`config.mk`:
```
export PLATFORM = sky130hd
export DESIGN_NAME = usb_control_endpoint_handler_top
export DESIGN_NICKNAME = d
export VERILOG_FILES = /design/src/hdl/ucep_pkg.sv /design/src/hdl/usb_control_endpoint_handler_top.sv /design/src/hdl/ucep_in_stage.sv /design/src/hdl/ucep_core.sv /design/src/hdl/ucep_out_stage.sv
export SDC_FILE = /design/constraint.sdc
export NUM_CORES = 1
export LEC_CHECK = 0
export BUFFER_PORTS_ARGS = -buffer_cell sky130_fd_sc_hd__buf_4
export CAP_MARGIN = 10
export CORE_MARGIN = 5
export CORE_UTILIZATION = 45
export CTS_CLUSTER_DIAMETER = 40
export DETAILED_ROUTE_END_ITERATION = 6
export HOLD_SLACK_MARGIN = 0.08
export PLACE_DENSITY_LB_ADDON = 0.2
export SYNTH_ARGS = -nofsm -noshare
export SYNTH_HDL_FRONTEND = slang
export SYNTH_SLANG_ARGS = --single-unit
```
`constraint.sdc`:
```
create_clock -name clk_i -period 4.7 [get_ports clk_i]
set_input_delay 0 -clock clk_i [delete_from_list [all_inputs] [get_ports clk_i]]
set_output_delay 0 -clock clk_i [all_outputs]
set_load 0.02 [all_outputs]
```
`src/hdl/ucep_pkg.sv`:
```
// Types, codes and descriptor constants of the control endpoint handler.
`timescale 1ns / 1ps
package ucep_pkg;

  // Endpoint event codes.
  typedef enum logic [2:0] {
    FUNC_SETUP     = 3'd0,
    FUNC_IN_DONE   = 3'd1,
    FUNC_OUT_DONE  = 3'd2,
    FUNC_BUS_RESET = 3'd3,
    FUNC_ENUM_DONE = 3'd4
  } func_e;

  // Result action codes.
  typedef enum logic [2:0] {
    ACT_NONE      = 3'd0,
    ACT_STALL     = 3'd1,
    ACT_ACK       = 3'd2,
    ACT_IN_FIRST  = 3'd3,
    ACT_IN_NEXT   = 3'd4,
    ACT_OUT_ARM   = 3'd5,
    ACT_SPEED_ERR = 3'd6
  } action_e;

  // Data sources of IN chunks.
  localparam logic [2:0] SRC_STATUS  = 3'd0;
  localparam logic [2:0] SRC_DEVICE  = 3'd1;
  localparam logic [2:0] SRC_CONFIG  = 3'd2;
  localparam logic [2:0] SRC_STRING0 = 3'd3;
  localparam logic [2:0] SRC_CFG_VAL = 3'd7;

  // Request words: bRequest in the high byte, bmRequestType in the low byte.
  localparam logic [15:0] REQ_GET_STATUS     = 16'h0080;
  localparam logic [15:0] REQ_SET_ADDRESS    = 16'h0500;
  localparam logic [15:0] REQ_GET_DESCRIPTOR = 16'h0680;
  localparam logic [15:0] REQ_GET_CONFIG     = 16'h0880;
  localparam logic [15:0] REQ_SET_CONFIG     = 16'h0900;

  // Descriptor types in the high byte of wValue.
  localparam logic [7:0] DESC_DEVICE = 8'd1;
  localparam logic [7:0] DESC_CONFIG = 8'd2;
  localparam logic [7:0] DESC_STRING = 8'd3;

  // Reply lengths in bytes.
  localparam logic [4:0] LEN_STATUS  = 5'd2;
  localparam logic [4:0] LEN_DEVICE  = 5'd18;
  localparam logic [4:0] LEN_CONFIG  = 5'd9;
  localparam logic [4:0] LEN_CFG_VAL = 5'd1;

  // Link speed codes and packet sizes.
  localparam logic [1:0] SPEED_LOW  = 2'd2;
  localparam logic [1:0] SPEED_FULL = 2'd3;
  localparam logic [6:0] PKT_LOW    = 7'd8;
  localparam logic [6:0] PKT_FULL   = 7'd64;

  localparam logic [7:0] CFG_RESET = 8'd1;

  // One endpoint event.
  typedef struct packed {
    logic [2:0]  func;
    logic [7:0]  request_type;
    logic [7:0]  request_code;
    logic [15:0] setup_value;
    logic [15:0] setup_index;
    logic [15:0] setup_length;
    logic [6:0]  out_received;
    logic [1:0]  link_speed;
  } item_t;

  // One result.
  typedef struct packed {
    action_e    action;
    logic [2:0] data_source;
    logic [5:0] chunk_offset;
    logic [6:0] chunk_length;
    logic       address_valid;
    logic [6:0] new_address;
  } result_t;

  // String descriptor lengths.
  function automatic logic [4:0] string_len(input logic [1:0] idx);
    logic [4:0] len;
    unique case (idx)
      2'd0: len = 5'd4;
      2'd1: len = 5'd16;
      2'd2: len = 5'd22;
      default: len = 5'd26;
    endcase
    return len;
  endfunction

endpackage

```
`src/hdl/usb_control_endpoint_handler_top.sv`:
```
// Top level of the USB endpoint-zero control handler.
// The event is held in the input register, decoded, and then held in the result register.
// Throughput: one event per cycle while the result register is not stalled.
// A stalled result register holds the input register, which then stalls the sender.
// Reset clears both valid flags and the endpoint state; the packet size resets to 64
// and the configuration value to 1.
`timescale 1ns / 1ps
module usb_control_endpoint_handler_top #(
  parameter int MAX_OUT_DATA = 64,
  parameter int NUM_STRINGS  = 4
) (
  input  logic        clk_i,
  input  logic        rst_ni,
  input  logic        cfg_valid_i,
  output logic        cfg_ready_o,
  input  logic [7:0]  configuration_value_i,
  input  logic        in_valid_i,
  output logic        in_stall_o,
  input  logic [2:0]  func_i,
  input  logic [7:0]  request_type_i,
  input  logic [7:0]  request_code_i,
  input  logic [15:0] setup_value_i,
  input  logic [15:0] setup_index_i,
  input  logic [15:0] setup_length_i,
  input  logic [6:0]  out_received_i,
  input  logic [1:0]  link_speed_i,
  output logic        out_valid_o,
  input  logic        out_stall_i,
  output logic [2:0]  action_o,
  output logic [2:0]  data_source_o,
  output logic [5:0]  chunk_offset_o,
  output logic [6:0]  chunk_length_o,
  output logic        address_valid_o,
  output logic [6:0]  new_address_o
);
  import ucep_pkg::*;

  item_t   item_in;
  item_t   item_held;
  logic    held_valid;
  logic    advance;
  result_t result_d;
  result_t result_q;

  assign item_in = '{
    func:         func_i,
    request_type: request_type_i,
    request_code: request_code_i,
    setup_value:  setup_value_i,
    setup_index:  setup_index_i,
    setup_length: setup_length_i,
    out_received: out_received_i,
    link_speed:   link_speed_i
  };

  // The configuration register takes every write.
  assign cfg_ready_o = 1'b1;

  ucep_in_stage u_in_stage (
    .clk_i      (clk_i),
    .rst_ni     (rst_ni),
    .in_valid_i (in_valid_i),
    .in_stall_o (in_stall_o),
    .item_i     (item_in),
    .advance_i  (advance),
    .valid_o    (held_valid),
    .item_o     (item_held)
  );

  ucep_core #(
    .MAX_OUT_DATA (MAX_OUT_DATA),
    .NUM_STRINGS  (NUM_STRINGS)
  ) u_core (
    .clk_i      (clk_i),
    .rst_ni     (rst_ni),
    .cfg_we_i   (cfg_valid_i && cfg_ready_o),
    .cfg_data_i (configuration_value_i),
    .step_i     (advance),
    .item_i     (item_held),
    .result_o   (result_d)
  );

  ucep_out_stage u_out_stage (
    .clk_i       (clk_i),
    .rst_ni      (rst_ni),
    .valid_i     (held_valid),
    .result_i    (result_d),
    .advance_o   (advance),
    .out_valid_o (out_valid_o),
    .out_stall_i (out_stall_i),
    .result_o    (result_q)
  );

  // Result fields.
  assign action_o        = result_q.action;
  assign data_source_o   = result_q.data_source;
  assign chunk_offset_o  = result_q.chunk_offset;
  assign chunk_length_o  = result_q.chunk_length;
  assign address_valid_o = result_q.address_valid;
  assign new_address_o   = result_q.new_address;

endmodule

```
`src/hdl/ucep_in_stage.sv`:
```
// Input register of the control endpoint handler.
`timescale 1ns / 1ps
module ucep_in_stage (
  input  logic           clk_i,
  input  logic           rst_ni,
  input  logic           in_valid_i,
  output logic           in_stall_o,
  input  ucep_pkg::item_t item_i,
  input  logic           advance_i,
  output logic           valid_o,
  output ucep_pkg::item_t item_o
);
  import ucep_pkg::*;

  logic  valid_q;
  item_t item_q;
  logic  load;

  // Hold off the sender only while a held event cannot move on.
  assign in_stall_o = valid_q && !advance_i;
  assign load       = in_valid_i && !in_stall_o;

  // Valid flag.
  always_ff @(posedge clk_i or negedge rst_ni) begin
    if (!rst_ni) begin
      valid_q <= 1'b0;
    end else if (load) begin
      valid_q <= 1'b1;
    end else if (advance_i) begin
      valid_q <= 1'b0;
    end
  end

  // Event payload.
  always_ff @(posedge clk_i) begin
    if (load) begin
      item_q <= item_i;
    end
  end

  assign valid_o = valid_q;
  assign item_o  = item_q;

endmodule

```
`src/hdl/ucep_core.sv`:
```
// Request decode and endpoint state of the control endpoint handler.
`timescale 1ns / 1ps
module ucep_core #(
  parameter int MAX_OUT_DATA = 64,
  parameter int NUM_STRINGS  = 4
) (
  input  logic              clk_i,
  input  logic              rst_ni,
  input  logic              cfg_we_i,
  input  logic [7:0]        cfg_data_i,
  input  logic              step_i,
  input  ucep_pkg::item_t   item_i,
  output ucep_pkg::result_t result_o
);
  import ucep_pkg::*;

  logic [7:0] cfg_q;
  logic [6:0] remain_q, remain_d;
  logic [6:0] pkt_q, pkt_d;
  logic [5:0] pos_q, pos_d;
  logic [2:0] src_q, src_d;

  logic [15:0] req;
  logic [7:0]  dtype;
  logic [7:0]  didx;
  logic        found;
  logic [4:0]  len;
  logic [2:0]  src;
  logic [6:0]  len_cap;
  logic [6:0] remain_sub;
  result_t     res;

  assign req        = {item_i.request_code, item_i.request_type};
  assign dtype      = item_i.setup_value[15:8];
  assign didx       = item_i.setup_value[7:0];
  assign remain_sub = remain_q - pkt_q;

  // Descriptor lookup for device-to-host requests.
  always_comb begin
    found = 1'b0;
    len   = '0;
    src   = SRC_STATUS;
    if (req == REQ_GET_STATUS) begin
      found = 1'b1;
      len   = LEN_STATUS;
      src   = SRC_STATUS;
    end else if (req == REQ_GET_DESCRIPTOR) begin
      if (dtype == DESC_DEVICE && didx == 8'd0) begin
        found = 1'b1;
        len   = LEN_DEVICE;
        src   = SRC_DEVICE;
      end else if (dtype == DESC_CONFIG && didx == 8'd0) begin
        found = 1'b1;
        len   = LEN_CONFIG;
        src   = SRC_CONFIG;
      end else if (dtype == DESC_STRING && didx < 8'(NUM_STRINGS) && didx < 8'd4) begin
        found = 1'b1;
        len   = string_len(didx[1:0]);
        src   = SRC_STRING0 + {1'b0, didx[1:0]};
      end
    end else if (req == REQ_GET_CONFIG) begin
      found = 1'b1;
      len   = LEN_CFG_VAL;
      src   = SRC_CFG_VAL;
    end
    // The reply never runs past wLength.
    len_cap = (item_i.setup_length < {11'd0, len}) ? item_i.setup_length[6:0]
                                                  : {2'd0, len};
  end

  // Event handling and next state.
  always_comb begin
    remain_d = remain_q;
    pkt_d    = pkt_q;
    pos_d    = pos_q;
    src_d    = src_q;
    res      = '0;
    res.action = ACT_NONE;
    unique case (item_i.func)
      FUNC_SETUP: begin
        remain_d = '0;
        pos_d    = '0;
        if (item_i.request_type[7]) begin
          if (found) begin
            remain_d         = len_cap;
            src_d            = src;
            res.action       = ACT_IN_FIRST;
            res.data_source  = src;
            res.chunk_length = (len_cap < pkt_q) ? len_cap : pkt_q;
          end else begin
            res.action = ACT_STALL;
          end
        end else if (item_i.setup_length == 16'd0) begin
          if (req == REQ_SET_ADDRESS) begin
            res.action        = ACT_ACK;
            res.address_valid = 1'b1;
            res.new_address   = item_i.setup_value[6:0];
          end else if (req == REQ_SET_CONFIG && item_i.setup_index == 16'd0 &&
                       item_i.setup_value == {8'd0, cfg_q}) begin
            res.action = ACT_ACK;
          end else begin
            res.action = ACT_STALL;
          end
        end else if (item_i.setup_length <= 16'(MAX_OUT_DATA)) begin
          remain_d         = item_i.setup_length[6:0];
          res.action       = ACT_OUT_ARM;
          res.chunk_length = pkt_q;
        end else begin
          res.action = ACT_STALL;
        end
      end
      FUNC_IN_DONE: begin
        if (remain_q != '0) begin
          if (remain_q > pkt_q) begin
            remain_d         = remain_sub;
            pos_d            = pos_q + pkt_q[5:0];
            res.action       = ACT_IN_NEXT;
            res.data_source  = src_q;
            res.chunk_offset = pos_q + pkt_q[5:0];
            res.chunk_length = (remain_sub < pkt_q) ? remain_sub : pkt_q;
          end else begin
            remain_d = '0;
          end
        end
      end
      FUNC_OUT_DONE: begin
        if (remain_q != '0) begin
          if (item_i.out_received >= remain_q) begin
            remain_d   = '0;
            res.action = ACT_STALL;
          end else begin
            remain_d         = remain_q - item_i.out_received;
            res.action       = ACT_OUT_ARM;
            res.chunk_length = pkt_q;
          end
        end
      end
      FUNC_BUS_RESET: begin
        remain_d = '0;
      end
      FUNC_ENUM_DONE: begin
        if (item_i.link_speed == SPEED_LOW) begin
          pkt_d = PKT_LOW;
        end else if (item_i.link_speed == SPEED_FULL) begin
          pkt_d = PKT_FULL;
        end else begin
          res.action = ACT_SPEED_ERR;
        end
      end
      default: begin
        res.action = ACT_NONE;
      end
    endcase
  end

  // Configuration register.
  always_ff @(posedge clk_i or negedge rst_ni) begin
    if (!rst_ni) begin
      cfg_q <= CFG_RESET;
    end else if (cfg_we_i) begin
      cfg_q <= cfg_data_i;
    end
  end

  // Endpoint state, updated as each event moves into the result register.
  always_ff @(posedge clk_i or negedge rst_ni) begin
    if (!rst_ni) begin
      remain_q <= '0;
      pkt_q    <= PKT_FULL;
      pos_q    <= '0;
      src_q    <= SRC_STATUS;
    end else if (step_i) begin
      remain_q <= remain_d;
      pkt_q    <= pkt_d;
      pos_q    <= pos_d;
      src_q    <= src_d;
    end
  end

  assign result_o = res;

endmodule

```
`src/hdl/ucep_out_stage.sv`:
```
// Result register of the control endpoint handler.
`timescale 1ns / 1ps
module ucep_out_stage (
  input  logic              clk_i,
  input  logic              rst_ni,
  input  logic              valid_i,
  input  ucep_pkg::result_t result_i,
  output logic              advance_o,
  output logic              out_valid_o,
  input  logic              out_stall_i,
  output ucep_pkg::result_t result_o
);
  import ucep_pkg::*;

  logic    valid_q;
  result_t result_q;
  logic    ready;

  // The register takes a new result when empty or when its transfer completes.
  assign ready     = !valid_q || !out_stall_i;
  assign advance_o = valid_i && ready;

  // Valid flag.
  always_ff @(posedge clk_i or negedge rst_ni) begin
    if (!rst_ni) begin
      valid_q <= 1'b0;
    end else if (ready) begin
      valid_q <= valid_i;
    end
  end

  // Result payload.
  always_ff @(posedge clk_i) begin
    if (advance_o) begin
      result_q <= result_i;
    end
  end

  assign out_valid_o = valid_q;
  assign result_o    = result_q;

endmodule

```
Word-level counts from Yosys, hierarchy flattened
Index checks and enable logic that the tools add are counted.
- logic and storage cells: 148
- input bits: 89
- register bits: 136
- output and inout port bits: 30
- reduce and logical (&&, ||, !) cells: 31
- mux-type cells: 62
- equal/unequal tests: 20
- $add $sub $neg: 4
- $lt $le $gt $ge: 7
- bitwise operators: 3
- operator list (operator ; number):
    7-bit two-way mux ; 19
    3-bit two-way mux ; 15
    19-bit two-way mux ; 2
    16-bit by 11-bit == test with 1-bit output (second input constant) ; 2
    16-bit by 12-bit == test with 1-bit output (second input constant) ; 2
    16-bit zero test ; 2
    7-bit case mux with 4 select lines ; 1
    5-bit two-way mux ; 5
    7-bit case mux with 3 select lines ; 1
    16-bit by 8-bit == test with 1-bit output ; 1
    16-bit by 8-bit == test with 1-bit output (second input constant) ; 1
    8-bit by 2-bit == test with 1-bit output (second input constant) ; 2
    16-bit by 7-bit less-or-equal comparator with 1-bit output (second input constant) ; 1
    16-bit by 5-bit < comparator with 1-bit output ; 1
    5-bit case mux with 3 select lines ; 1
    7-bit < comparator ; 2
    7-bit subtractor ; 2
    6-bit two-way mux ; 2
    3-bit case mux with 4 select lines ; 1
    6-bit case mux with 2 select lines ; 1
    4-bit AND reduction ; 3
    1-bit logical AND ; 9
    1-bit two-way mux ; 9
    8-bit by 1-bit == test with 1-bit output (second input constant) ; 1
    other kinds (26) ; 41

Logic depth before layout (Yosys ltp)
- depth in word-level cells: 15
- mapped depth: 14
- depth with buffers taken out: 14

Cells and area by module
A second synthesis with hierarchy kept.
- cells, all modules: 472
- area total of the unflattened synthesis: 6024.5 um^2
- modules (own cells, without submodules) (module ; area an instance (um^2) ; cells each ; instances ; sequential area each (um^2)):
    ucep_core ; 2819.0 ; 359 ; 1 ; 578.1
    ucep_in_stage ; 2339.7 ; 81 ; 1 ; 2307.2
    ucep_out_stage ; 854.6 ; 30 ; 1 ; 835.8
    usb_control_endpoint_handler_top ; 11.3 ; 2 ; 1 ; 0.0

Worst setup path after synthesis
No wires, ideal clock.
- kind: reg-to-reg
- start point: register u_in_stage.item_q, in the netlist u_in_stage.item_o[45]
- end point: register u_out_stage.result_o[11] (netlist name)
- cell stages (with the launch flop): 12
- required time: 4441 ps
- buffers on the path: 0
- clock period less this slack: 3510 ps
- setup slack: 1190 ps
- library setup time: 259 ps
- arrival time: 3251 ps
- path through: edfxtp_1 or4_1 or4b_4 o21ai_1 a21oi_1 ha_1 o2111a_1 a311oi_2 nand2_2 mux2i_1 a211oi_1 a211o_1
- RTL lines (item ; line ; text):
    start: declaration ; ucep_in_stage.sv:16 ; item_t item_q;
    start signal: assignment ; ucep_in_stage.sv:37 ; item_q <= item_i;

==> out/results.txt <==
critical-path cell list - or4_1 -> or4b_4 -> o21ai_1 -> a21oi_1 -> ha_1 -> o2111a_1 -> a311oi_2 -> nand2_2 -> mux2i_1 -> a211oi_1 -> a211o_1
die area - 0.01557 mm²
CTS Buffer Depth - 2
first-pass GRT wire length - 24250 µm
Synth Register Bits - 125
Startpoint Class - flip-flop
Tcrit/Tclk final - 80.98%
Vias/cell - 5.136
setup TNS - 0 ns
1st-pass router iterations - 4
CP peak stage delay - 0.60 ns
TritonCTS clock tree - yes
diode count - 0
# H-tree levels - 4
max_cap viols - 0
Post-synth EDFFs - 100
RSZ-0062 raised after global routing - false
yosys warns - 0
mapped cell area - 0.005929 mm²
top_reg_cell synth - edfxtp_1
Top delay family on crit path - simple AND/OR/NAND/NOR gates
Port Buffers - 114
drt wl/cell - 17.23 µm
root buf cell - clkbuf_16
Seq/Total Area, Yosys - 61.24%
Peak VDD IR - 0.2621 mV
worst min path class - in -> async
Slew HR - 26.34%
Worst EP required - 4.86 ns
CP bufs+invs - 0
post-synthesis xor/xnor area fraction - 2.363%
WS Path Type - reg -> reg
Syn Inst Count - 453
Post-Synth Simple-Gate Area - 15.40%
FF-to-FF setup slack - 0.89 ns
Total GRT Usage - 19.85%
DRC Markers - 0
r2r startpoint - u_in_stage.item_o[45]$_DFFE_PP_
final count of negative-setup-slack endpoints - 0
Final HPWL DP - 9964 µm
share of cells above drive strength 1 - 26.73%
Final nets - 793
most frequent cells in the layout - buf_4 (114), edfxtp_1 (100), dlygate4sd3_1 (96)
core area - 0.01309 mm²
synth unique cells - 76
Die X - 124.8 µm
outcome - completed
Crit Path Max Fanout - 6
First DRT Iteration DRCs - 264
largest net degree at the start of global routing - 77
leakage power - 3.405 nW
Cell Rows - 42
capturing point of the worst reg2reg path - u_out_stage.result_o[11]$_DFFE_PP_
CTS Sinks - 125
I/O pins - 119
post-CTS sizing - 0
post-synthesis mux area share - 2.659%
f_max - 262.7 MHz
total gr overflow - 0
cts bufs inserted - 17
initial antenna violation count - 0
Setup WS pre-CTS - 0.9035 ns
clk_lat worst skew - 0.42 ns
Area growth syn-to-layout - 43.68%
crit path DAT - 3.96 ns
Pwr Density - 365.6 mW/mm²
compound-gate portion of the synthesized area - 10.59%
Layout Skew - 0.01297 ns
DR vias - 4458
most common cell after layout, fill and taps aside - buf_4
Final Critical Period - 3.806 ns
Max Slew Vio Count - 0
Worst R2R Path Depth - 11
Placer Congestion - 0.8984
largest family of logic cells by synthesized area - simple AND/OR/NAND/NOR gates
slowest stage cell, crit path - or4_1
Routed WL - 14950 µm
Initial Util - 45.31%
Synth Area in Adders - 5.402%
fraction of registers with async set or reset after synthesis - 20.00%
Vert. Die Dim - 124.8 µm
Post-Syn Area per Cell - 13.09 µm²
actual slew at the worst max-slew pin - 1.104 ns
Routed Antenna Nets - 0
vias in the first global route - 4794
critical path capture point type - flip-flop
Clock transition at path regs - 0.06 ns
worst setup margin - 0.8940 ns
Final Hold Fails - 0
[power breakdown]
| part | switching, mW | internal, mW | total, mW |
|---|---|---|---|
| Combinational | 0.270 | 0.256 | 0.526 |
| Sequential | 0.0724 | 1.30 | 1.37 |
| Clock | 0.475 | 0.738 | 1.21 |
[flip-flops by register name, indices dropped and copies added, names as in the netlist]
register / flops
u_in_stage.valid_o: 1
u_core.pkt_q: 2
u_core.cfg_q: 8
u_out_stage.result_o: 24
u_core.remain_q: 7
u_in_stage.item_o: 76
u_core.pos_q: 3
u_core.src_q: 3
u_out_stage.out_valid_o: 1
[cells in the mapped netlist (2+ instances only)]
master	instances	share of area, %
a221o_1	2	0.34
nor4_4	3	1.1
or4_1	2	0.25
and2_1	8	0.84
xnor2_1	13	1.9
a21o_1	2	0.25
nand2_2	2	0.21
clkbuf_1	3	0.19
a311oi_2	2	0.51
nand4_2	2	0.42
a21oi_1	16	1.4
o21a_1	3	0.38
o21ai_1	8	0.68
and3_1	4	0.42
and4_1	2	0.30
nand4_1	9	0.95
edfxtp_1	100	51
mux2i_1	3	0.51
nand2b_1	6	0.63
o21ai_2	3	0.44
xor2_1	3	0.44
inv_1	24	1.5
a22o_1	5	0.74
nor2b_1	3	0.32
o21ai_0	11	0.93
nor2_1	32	2.0
conb_1	2	0.13
nand3_1	7	0.59
dfrtp_1	23	9.7
dfstp_2	2	0.89
a22oi_1	2	0.25
buf_4	4	0.51
o22ai_1	3	0.32
nor4_1	8	0.84
nor4_2	2	0.42
o31ai_1	3	0.38
nor3_1	10	0.84
mux2_2	10	1.9
and3b_1	4	0.59
nand2_1	34	2.2
o211ai_1	6	0.76
ha_1	24	5.1
a31oi_1	3	0.32
nor3b_1	3	0.38
[layer usage]
metal | track usage (%) | part of all wire (%) | vias up
met3 | 6.732 | 6.8 | 20
met5 | 0 | 0 | -
li1 | - | - | 2172
met1 | 24.65 | 42 | 2115
met4 | 7.544 | 2.0 | 0
met2 | 32.12 | 49 | 151
[stage by stage]
stage,power (mW),utilization [%],hold WS [ns],instance area [µm²],cells
after floorplan,1.666,-,-0.2956,5941,456
after global placement,1.830,53.33,-0.06312,6978,739
after detailed placement,1.844,53.33,-0.05788,6978,739
after CTS,3.136,65.11,0.1054,8519,868
after global routing,3.266,65.11,0.1294,8519,868
final,3.114,65.11,0.1108,8519,868
[worst max-delay path by stage]
stage / slack [ns] / endpoint / cells after the start / start
after floorplan: 1.19 / u_out_stage.result_o[11]$_DFFE_PP_ / 11 / u_in_stage.item_o[45]$_DFFE_PP_
after global placement: 1.00 / u_out_stage.result_o[11]$_DFFE_PP_ / 11 / u_in_stage.item_o[45]$_DFFE_PP_
after detailed placement: 0.90 / u_out_stage.result_o[11]$_DFFE_PP_ / 11 / u_in_stage.item_o[45]$_DFFE_PP_
after CTS: 0.88 / u_out_stage.result_o[11]$_DFFE_PP_ / 11 / u_in_stage.item_o[45]$_DFFE_PP_
after global routing: 0.64 / u_out_stage.result_o[11]$_DFFE_PP_ / 11 / u_in_stage.item_o[67]$_DFFE_PP_
final: 0.89 / u_out_stage.result_o[11]$_DFFE_PP_ / 11 / u_in_stage.item_o[45]$_DFFE_PP_
[cell families after synthesis]
logic type,count (synthesis)
simple gates,154
mux,14
buf+inv,31
other cells,2
xor+xnor,16
compound gates,86
fa+ha+maj,25
flops,125
[worst register-to-register path, stage by stage (launching register included)]
cell      delay [ns]
edfxtp_1        0.45
or4_1           0.60
or4b_4          0.57
o21ai_1         0.10
a21oi_1         0.11
ha_1            0.31
o2111a_1        0.26
a311oi_2        0.37
nand2_2         0.18
mux2i_1         0.25
a211oi_1        0.10
a211o_1         0.24
[final cells by class]
| type | instances | area, µm² |
|---|---|---|
| repair buffers | 211 | 1837 |
| inverters | 24 | 90.09 |
| clock buffers | 18 | 439.2 |
| multi-input cells | 300 | 2181 |
| clock inverters | 14 | 121.4 |
| fillers | 969 | 4566 |
| well taps | 176 | 220.2 |
| flip-flops and latches | 125 | 3631 |
[timing repair]
action	in CTS	in global routing
buffers inserted	0	0
endpoints found under the setup margin	0	0
hold buffers	97	0
hold endpoints to repair	111	0
Power figures use the tool's default switching activity.
